$ cat src/rtl/first_fit_heap_allocator_macros.svh
// Assertion macros shared by the first-fit heap allocator RTL.
`ifndef FIRST_FIT_HEAP_ALLOCATOR_MACROS_SVH
`define FIRST_FIT_HEAP_ALLOCATOR_MACROS_SVH

// Same-cycle implication, checked on clk_i outside reset.
`define FFHA_ASSERT_IMP(lbl, ante, cons, msg) \
  lbl: assert property (@(posedge clk_i) disable iff (!rst_ni) (ante) |-> (cons)) \
    else $error(msg);

// Next-cycle implication, checked on clk_i outside reset.
`define FFHA_ASSERT_NEXT(lbl, ante, cons, msg) \
  lbl: assert property (@(posedge clk_i) disable iff (!rst_ni) (ante) |=> (cons)) \
    else $error(msg);

`endif

$ cat src/rtl/ffha_ram.sv
// Generic simple dual-port RAM with a registered read.
`default_nettype none
module ffha_ram #(
  parameter int unsigned Width = 8,
  parameter int unsigned Depth = 16
) (
  input  wire logic                     clk_i,
  input  wire logic                     wr_en_i,
  input  wire logic [$clog2(Depth)-1:0] wr_addr_i,
  input  wire logic [Width-1:0]         wr_data_i,
  input  wire logic                     rd_en_i,
  input  wire logic [$clog2(Depth)-1:0] rd_addr_i,
  output      logic [Width-1:0]         rd_data_o
);

  logic [Width-1:0] mem_q [Depth];

  // Write port.
  always_ff @(posedge clk_i) begin
    if (wr_en_i) begin
      mem_q[wr_addr_i] <= wr_data_i;
    end
  end

  // Registered read port.
  always_ff @(posedge clk_i) begin
    if (rd_en_i) begin
      rd_data_o <= mem_q[rd_addr_i];
    end
  end

endmodule
`default_nettype wire

$ cat config.mk
export PLATFORM = sky130hd
export DESIGN_NAME = ffha_ram
export DESIGN_NICKNAME = d
export VERILOG_FILES = /design/src/rtl/first_fit_heap_allocator_macros.svh /design/src/rtl/ffha_ram.sv
export SDC_FILE = /design/constraint.sdc
export NUM_CORES = 1
export LEC_CHECK = 0
export ABC_AREA = 1
export BUFFER_PORTS_ARGS = -buffer_cell sky130_fd_sc_hd__buf_2
export CAP_MARGIN = 25
export CORE_ASPECT_RATIO = 1.4
export CORE_MARGIN = 2
export CORE_UTILIZATION = 30
export CTS_BUF_LIST = sky130_fd_sc_hd__clkbuf_4
export DETAILED_ROUTE_END_ITERATION = 8
export GPL_ROUTABILITY_DRIVEN = 1
export GPL_TIMING_DRIVEN = 0
export PLACE_DENSITY = 0.47
export SYNTH_ARGS = -nofsm -noshare
export SYNTH_HDL_FRONTEND = slang
export SYNTH_SLANG_ARGS = --single-unit
export TNS_END_PERCENT = 30
$ cat constraint.sdc
create_clock -name clk_i -period 3 [get_ports clk_i]
set_input_delay 0.15 -clock clk_i [delete_from_list [all_inputs] [get_ports clk_i]]
set_output_delay 0.15 -clock clk_i [all_outputs]
set_load 0.02 [all_outputs]
==> results.sh, run 1 <==
export IMPL_status="complete, no violations"
export IMPL_htree_levels=4
export IMPL_ys_ff_latch=136
export IMPL_syn_area_per_cell_um2=10.61
export IMPL_cp_required_ns=2.85
export IMPL_pwr_share_clk=0.365
export IMPL_cts_resized=0
export IMPL_rsz0062_at_grt="false"
export IMPL_grt_max_degree=17
export IMPL_first_iter_violations=309
export IMPL_tightest_slew_ns=0.8998
export IMPL_worstPathArrival_ns=1.12
export IMPL_vdd_drop_max_uv=218.6
export IMPL_yosys_warnings=0
export IMPL_cts_tree="yes"
export IMPL_synth_cells=551
export IMPL_grt_pass1_vias=3791
export IMPL_reg2reg_depth=6
export IMPL_top_usage_layer="met2"
export IMPL_cap_viol_max_count=0
export IMPL_place_congestion=0.8484
export IMPL_p_seq_frac=0.559
export IMPL_syn_area_mm2=0.005847
export IMPL_cp_slowest_cell="edfxtp_1"
export IMPL_hpwl_um=10430
export IMPL_cp_cell_sequence="buf_2"
export IMPL_syn2layout_area_growth_pct=13.57
export IMPL_use_met1=0.1760
export IMPL_numCtsBuffers=17
export IMPL_fin_crit_sh=0.4232
export IMPL_clk_pin_slew_ns=0.11
export IMPL_die_x_um=122.0
export IMPL_core_mm2=0.01914
export IMPL_setup_tns_ns=0
export IMPL_fin_crit_ns=1.270
export IMPL_worstPathMaxFanout=1
export IMPL_die_y_um=169.2
export IMPL_rr_endpoint="rd_data_o[3]"
export IMPL_critPathKind="reg2out"
export IMPL_ys_seq_area_frac=0.6985
export IMPL_cts_path_max_buffers=2
export IMPL_final_common_cell="nand2_1"
export IMPL_p_per_area_mw_per_mm2=578.5
export IMPL_num_nets_final=615
export IMPL_combPwrFrac=0.076
export IMPL_vias=3791
export IMPL_slew_violations=0
export IMPL_cts_num_sinks=136
export IMPL_finalClockSkew_ns=0.02186
export IMPL_p_sw_frac=0.2314
export IMPL_fmax_mhz=787.7
export IMPL_grtUsageMet3=0.02319
export IMPL_crit_path_max_incr_delay_ns=0.42
export IMPL_hold_viol_final=0
export IMPL_setup_violations=0
export IMPL_cp_start_kind="flip-flop"
export IMPL_hp_start="wr_data_i[1]"
export IMPL_p_int_w=0.002953
export IMPL_dr_pass1_iters=5
export IMPL_drive_above_1_share=0.1248
export IMPL_p_sw_w=0.0008889
export IMPL_clk_latency_ns=0.53
export IMPL_whs_path_depth=1
export IMPL_stdcell_area_mm2=0.006640
export IMPL_cts_setup_buffers=0
export IMPL_die_area_mm2=0.02064
export IMPL_cts_root_buf="clkbuf_4"
export IMPL_p_leak_nw=2.810
export IMPL_critPathTopFamily="flip-flops"
export IMPL_whs_ns=0.05474
export IMPL_hp_class="in2reg"
export IMPL_synth_nets=570
export IMPL_r2r_slack_ns=1.82
export IMPL_placed_cell_area_mm2=0.006272
export IMPL_grt_util_all_layers=0.1538
export IMPL_power_total_w=0.003842
export IMPL_fp_row_count=60
export IMPL_crit_buf_inv=1
export IMPL_cts_hold_buf=3
export IMPL_final_cell_mix="nand2_1 (173), edfxtp_1 (136), inv_1 (100)"
export IMPL_initial_core_util=0.3054
export IMPL_final_antenna_net_count=0
export IMPL_overflow=0
export IMPL_io_buffers=23
export IMPL_rr_startpoint="mem_q[3][3]"
export IMPL_maxSlewHeadroom=0.3979
export IMPL_postRouteWirelength_um=15080
export IMPL_holdPathEnd="mem_q[10][1]"
export IMPL_grt_pass1_wl_um=22600
export IMPL_yosys_cell_types_count=11
export IMPL_ios=27
export IMPL_avgViaCountPerCell=4.418
export IMPL_worstSetupEndpointType="output pin"
export IMPL_use_met2=0.2832
export IMPL_wl_per_cell_um=17.57
export IMPL_antenna_found_initial=1
export IMPL_drc=0
==> cell type report <==
class / count / area, µm²
Timing Repair Buffer: 26 / 145.1
Buffer: 24 / 166.4
Antenna cell: 1 / 2.502
Tap cell: 248 / 310.3
Sequential cell: 136 / 4084
Fill cell: 1954 / 12500
Clock inverter: 15 / 207.7
Multi-Input combinational cell: 289 / 1214
Clock buffer: 17 / 127.6
Inverter: 102 / 382.9
==> worst max-delay path by stage <==
| stage | depth (start not counted) | startpoint | to |
|---|---|---|---|
| 2_1_floorplan | 2 | wr_addr_i[2] | mem_q[10][0] |
| 3_3_place_gp | 3 | wr_addr_i[2] | mem_q[9][5] |
| 3_5_place_dp | 3 | wr_addr_i[2] | mem_q[9][5] |
| 4_1_cts | 1 | rd_data_o[4] | rd_data_o[4] |
| 5_1_grt | 1 | rd_data_o[4] | rd_data_o[4] |
| 6_report | 1 | rd_data_o[4] | rd_data_o[4] |
==> synth_stat cells, drive strengths merged <==
master | instances | area share
nor2 | 17 | 0.011
edfxtp | 136 | 0.70
nand3 | 97 | 0.083
buf | 24 | 0.028
nand3b | 2 | 0.0026
nand2 | 173 | 0.11
inv | 102 | 0.065
==> power groups by stage <==
stage | Sequential, W | Clock [W] | Combinational (W)
after floorplan | 0.00220 | 0 | 0.000150
after global placement | 0.00219 | 0 | 0.000289
after detailed placement | 0.00219 | 0 | 0.000292
after global routing | 0.00215 | 0.00151 | 0.000324
final | 0.00215 | 0.00140 | 0.000293
after CTS | 0.00215 | 0.00143 | 0.000296
==> state kept, by name, summed over array words and instances (netlist names) <==
register and count:
rd_data_o 8, mem_q 128
==> layer usage <==
metal | up-vias | wire length (µm)
met2 | 103 | 8126
met4 | 0 | 410
met5 | - | 0
met3 | 22 | 667
li1 | 1873 | -
met1 | 1793 | 5872
==> through the flow <==
step                      instances  worst slack (ns)  utilization
after floorplan                 551             1.899            -
after global placement          822             1.315       0.3276
after detailed placement        822             1.310       0.3276
after CTS                       857             1.667       0.3467
after global routing            858             1.664       0.3469
final                           858             1.730       0.3469
==> kinds of logic (layout without fill, tap and decap cells) <==
kind of cell	Yosys count	in the layout	synth area share
simple gates	289	289	0.2076
other cells	0	1	0
buf+inv	126	184	0.09394
flops	136	136	0.6985
Power figures use the tool's default switching activity.
==> run 2, diff against run 1 <==
clock period = 1.3 ns   (was 3 ns; I/O delays follow)
==> results.sh, run 2 (synthesis results as in run 1) <==
export IMPL_reg_largest_list="mem_q x128, rd_data_o x8"
export IMPL_cts_root_buf="clkbuf_4"
export IMPL_worstSetupEndpointType="flip-flop"
export IMPL_worstPathArrival_ns=1.47
export IMPL_cts_num_sinks=136
export IMPL_setup_slack_ns=0.1149
export IMPL_wl_met2_um=8116
export IMPL_wl_per_cell_um=17.47
export IMPL_multi_input_area_mm2=0.001214
export IMPL_pwr_share_clk=0.364
export IMPL_overflow=0
export IMPL_status="complete, no violations"
export IMPL_fillers=1956
export IMPL_die_y_um=169.2
export IMPL_fmax_mhz=843.8
export IMPL_htree_levels=4
export IMPL_p_sw_frac=0.2310
export IMPL_drive_above_1_share=0.1236
export IMPL_slew_violations=0
export IMPL_setup_violations=0
export IMPL_avgViaCountPerCell=4.431
export IMPL_power_total_w=0.008876
export IMPL_grt_pass1_vias=3798
export IMPL_cts_path_max_buffers=2
export IMPL_p_seq_frac=0.558
export IMPL_grt_max_degree=17
export IMPL_cts_tree="yes"
export IMPL_final_common_cell="nand2_1"
export IMPL_die_area_mm2=0.02064
export IMPL_wl_met3_um=654
export IMPL_p_per_area_mw_per_mm2=1325
export IMPL_cap_viol_max_count=0
export IMPL_cts_setup_buffers=0
export IMPL_r2r_slack_ns=0.11
export IMPL_p_sw_w=0.002050
export IMPL_place_congestion=0.8484
export IMPL_grt_util_all_layers=0.1541
export IMPL_antenna_found_initial=1
export IMPL_top_layer="met4"
export IMPL_tightest_slew_ns=0.9003
export IMPL_whs_ns=0.06932
export IMPL_rsz0062_at_grt="false"
export IMPL_hpwl_um=10430
export IMPL_dpl_worst_slack_ns=-0.3047
export IMPL_worstPathMaxFanout=1
export IMPL_final_antenna_net_count=0
export IMPL_ios=27
export IMPL_core_mm2=0.01914
export IMPL_maxSlewHeadroom=0.3976
export IMPL_largest_reg_flops=128
export IMPL_hp_class="in2reg"
export IMPL_ff_latch_area_mm2=0.004084
export IMPL_fin_crit_sh=0.9116
export IMPL_numCtsBuffers=17
export IMPL_drc=0
export IMPL_postRouteWirelength_um=15090
export IMPL_die_x_um=122.0
export IMPL_p_leak_nw=2.835
export IMPL_finalClockSkew_ns=0.02232
export IMPL_fin_crit_ns=1.185
export IMPL_critPathKind="reg2reg"
export IMPL_vias=3828
export IMPL_wirelength_met1_um=5907
export IMPL_io_buffers=23
export IMPL_num_nets_final=621
export IMPL_top_register="mem_q"
export IMPL_vdd_drop_max_uv=505.5
export IMPL_clk_pin_slew_ns=0.12
export IMPL_cp_required_ns=1.58
export IMPL_dr_pass1_iters=5
export IMPL_final_cell_mix="nand2_1 (173), edfxtp_1 (136), inv_1 (100)"
export IMPL_fp_row_count=60
export IMPL_syn2layout_area_growth_pct=14.59
export IMPL_initial_core_util=0.3054
export IMPL_clk_latency_ns=0.53
export IMPL_hold_viol_final=0
export IMPL_cp_start_kind="flip-flop"
export IMPL_grt_pass1_wl_um=22640
export IMPL_p_int_w=0.006826
export IMPL_first_iter_violations=299
export IMPL_combPwrFrac=0.078
## run 2: critical path, cell delays in order (launching register included)
cell,delay (ns)
edfxtp_1,0.39
nand2_1,0.08
nand2_1,0.07
nand2_1,0.06
nand3_1,0.14
nand3_1,0.15
nand2_1,0.07
## run 2: worst paths after layout
| kind | depth (start not counted) | startpoint | endpoint |
|---|---|---|---|
| min | 4 | rd_addr_i[2] | rd_data_o[4] |
| max | 6 | mem_q[3][3] | rd_data_o[3] |
| max reg2reg | 6 | mem_q[3][3] | rd_data_o[3] |
| min reg2reg | 6 | mem_q[10][6] | rd_data_o[6] |
## run 2: through the flow
stage / TNS [ns] / util / cells / instance area, µm²
after CTS: 0 / 0.3499 / 863 / 6698
after global routing: 0 / 0.3500 / 864 / 6700
after detailed placement: -20.10 / 0.3276 / 822 / 6272
after global placement: -16.83 / 0.3276 / 822 / 6272
after floorplan: 0 / - / 551 / 5847
final: 0 / 0.3500 / 864 / 6700
## run 2: routing by layer
metal / vias to the layer above / GRT usage
met2: 97 / 0.2832
met4: 0 / 0.06197
met1: 1824 / 0.1767
li1: 1885 / -
met5: - / 0
met3: 22 / 0.02319
## run 2: cell type report
class / instances / area share
Multi-Input combinational cell: 289 / 0.1811
Sequential cell: 136 / 0.6095
Tap cell: 248 / 0.04631
Inverter: 102 / 0.05714
Antenna cell: 1 / 0.0003735
Timing Repair Buffer: 32 / 0.03063
Clock buffer: 17 / 0.01905
Buffer: 24 / 0.02484
Clock inverter: 15 / 0.03100
## run 2: power by group through the flow
stage               logic, W  registers, W  clock network [W]
floorplan           0.000346       0.00508                  0
global placement    0.000666       0.00505                  0
detailed placement  0.000675       0.00506                  0
CTS                 0.000698       0.00496            0.00331
global route        0.000762       0.00496            0.00349
finish              0.000691       0.00495            0.00323
## run 2: timing repair
action	CTS	global route
hold buffers	9	0
hold endpoints to repair	136	0
resized for setup	0	0
==> run 3, diff against run 2 <==
RECOVER_POWER = 25   (was not set)
==> results.sh, run 3 (synthesis results as in run 1) <==
export IMPL_status="complete, no violations"
export IMPL_grt_util_all_layers=0.1541
export IMPL_drc=0
export IMPL_rr_endpoint="rd_data_o[6]"
export IMPL_reg_largest_list="mem_q x128, rd_data_o x8"
export IMPL_fillers=1952
export IMPL_combPwrFrac=0.078
export IMPL_tightest_slew_ns=0.9254
export IMPL_clk_latency_ns=0.53
export IMPL_top_register="mem_q"
export IMPL_startpoint="rd_data_o[4]"
export IMPL_vias=3804
export IMPL_final_antenna_net_count=0
export IMPL_crit_path_max_incr_delay_ns=0.43
export IMPL_core_mm2=0.01914
export IMPL_cts_resized=0
export IMPL_p_int_w=0.006825
export IMPL_critPathTopFamily="flip-flops"
export IMPL_io_buffers=23
export IMPL_overflow=0
export IMPL_finalClockSkew_ns=0.02195
export IMPL_antenna_found_initial=1
export IMPL_setup_violations=0
export IMPL_cts_num_sinks=136
export IMPL_cp_slowest_cell="edfxtp_1"
export IMPL_die_y_um=169.2
export IMPL_critPathKind="reg2out"
export IMPL_final_util=0.3497
export IMPL_place_congestion=0.8484
export IMPL_p_sw_w=0.002056
export IMPL_endpoint="rd_data_o[4]"
export IMPL_num_nets_final=621
export IMPL_crit_buf_inv=1
export IMPL_htree_levels=4
export IMPL_grt_max_degree=17
export IMPL_dr_pass1_iters=5
export IMPL_die_area_mm2=0.02064
export IMPL_cp_cell_sequence="buf_2"
export IMPL_largest_reg_flops=128
export IMPL_vdd_drop_max_uv=506.3
export IMPL_ios=27
export IMPL_numCtsBuffers=17
export IMPL_p_sw_frac=0.2316
export IMPL_fmax_mhz=840.3
export IMPL_final_common_cell="nand2_1"
export IMPL_wl_per_cell_um=17.48
export IMPL_die_x_um=122.0
export IMPL_grt_pass1_vias=3798
export IMPL_cts_path_max_buffers=2
export IMPL_multi_input_area_mm2=0.001214
export IMPL_dp_cells=822
export IMPL_hp_class="in2reg"
export IMPL_reg2reg_depth=6
export IMPL_pwr_share_clk=0.364
export IMPL_grt_pass1_wl_um=22640
export IMPL_first_iter_violations=281
export IMPL_rr_startpoint="mem_q[6][6]"
export IMPL_fin_crit_sh=0.9154
export IMPL_postRouteWirelength_um=15100
export IMPL_fin_crit_ns=1.190
export IMPL_final_cell_mix="nand2_1 (173), edfxtp_1 (136), inv_1 (100)"
export IMPL_worstPathArrival_ns=1.13
export IMPL_cp_required_ns=1.24
export IMPL_power_total_w=0.008881
export IMPL_rsz0062_at_grt="false"
export IMPL_worstSetupEndpointType="output pin"
export IMPL_r2r_slack_ns=0.11
export IMPL_initial_core_util=0.3054
export IMPL_p_leak_nw=2.821
export IMPL_fin_cells=864
export IMPL_slew_violations=0
export IMPL_avgViaCountPerCell=4.403
export IMPL_syn2layout_area_growth_pct=14.49
export IMPL_cts_root_buf="clkbuf_4"
export IMPL_path_depth=1
export IMPL_hpwl_um=10430
export IMPL_cap_viol_max_count=0
export IMPL_hold_viol_final=0
export IMPL_maxSlewHeadroom=0.3830
export IMPL_drive_above_1_share=0.1154
export IMPL_worstPathMaxFanout=1
export IMPL_cp_start_kind="flip-flop"
export IMPL_setup_tns_ns=0
export IMPL_p_per_area_mw_per_mm2=1327
export IMPL_fp_row_count=60
export IMPL_cts_tree="yes"
export IMPL_ff_latch_area_mm2=0.004084
export IMPL_clk_pin_slew_ns=0.11
export IMPL_p_seq_frac=0.558
==> run 3: cell types whose count changed in the layout (fill, tap and decap cells not counted) <==
cell      change
clkbuf_1      +5
buf_2         -5
==> run 3: timing repair <==
item	4_1_cts	5_1_grt
hold endpoints to repair	136	0
hold buffers	9	0
setup buffers	0	0
setup endpoints to repair	0	0
==> run 3: metal layers <==
metal	wire length, µm	global-route usage
met5	0	0
met4	384	0.06197
met1	6017	0.1767
met2	8135	0.2832
met3	565	0.02319
==> run 3: area by class of cell <==
type                            count  area share
Sequential cell                   136      0.6101
Multi-Input combinational cell    289      0.1813
Inverter                          102     0.05720
Tap cell                          248     0.04636
Clock inverter                     15     0.03103
Timing Repair Buffer               32     0.02972
Buffer                             24     0.02486
Clock buffer                       17     0.01907
Antenna cell                        1   0.0003738
==> run 3: stage by stage <==
step	hold slack [ns]	worst slack [ns]	area (µm²)
floorplan	0.1639	0.2842	5847
global placement	0.4240	-0.3000	6272
detailed placement	0.4217	-0.3047	6272
CTS	0.01808	0.05208	6698
global route	0.05146	0.04349	6694
finish	0.06500	0.1100	6694
==> run 3: power by group through the flow <==
stage	clock network (W)	registers, W	logic (W)
after floorplan	0	0.00508	0.000346
after global placement	0	0.00505	0.000666
after detailed placement	0	0.00506	0.000675
after CTS	0.00331	0.00496	0.000698
after global routing	0.00349	0.00497	0.000759
final	0.00324	0.00496	0.000689
==> run 3: how the worst min path moves through the flow <==
stage,from,endpoint,slack [ns],cells after the start
final,rd_addr_i[2],rd_data_o[4],0.07,4
after global routing,rd_addr_i[2],rd_data_o[1],0.05,4
after CTS,rd_addr_i[2],rd_data_o[4],0.02,4
after detailed placement,rd_en_i,rd_data_o[5],0.42,1
after global placement,rd_en_i,rd_data_o[5],0.42,1
after floorplan,wr_data_i[0],mem_q[0][0],0.16,0
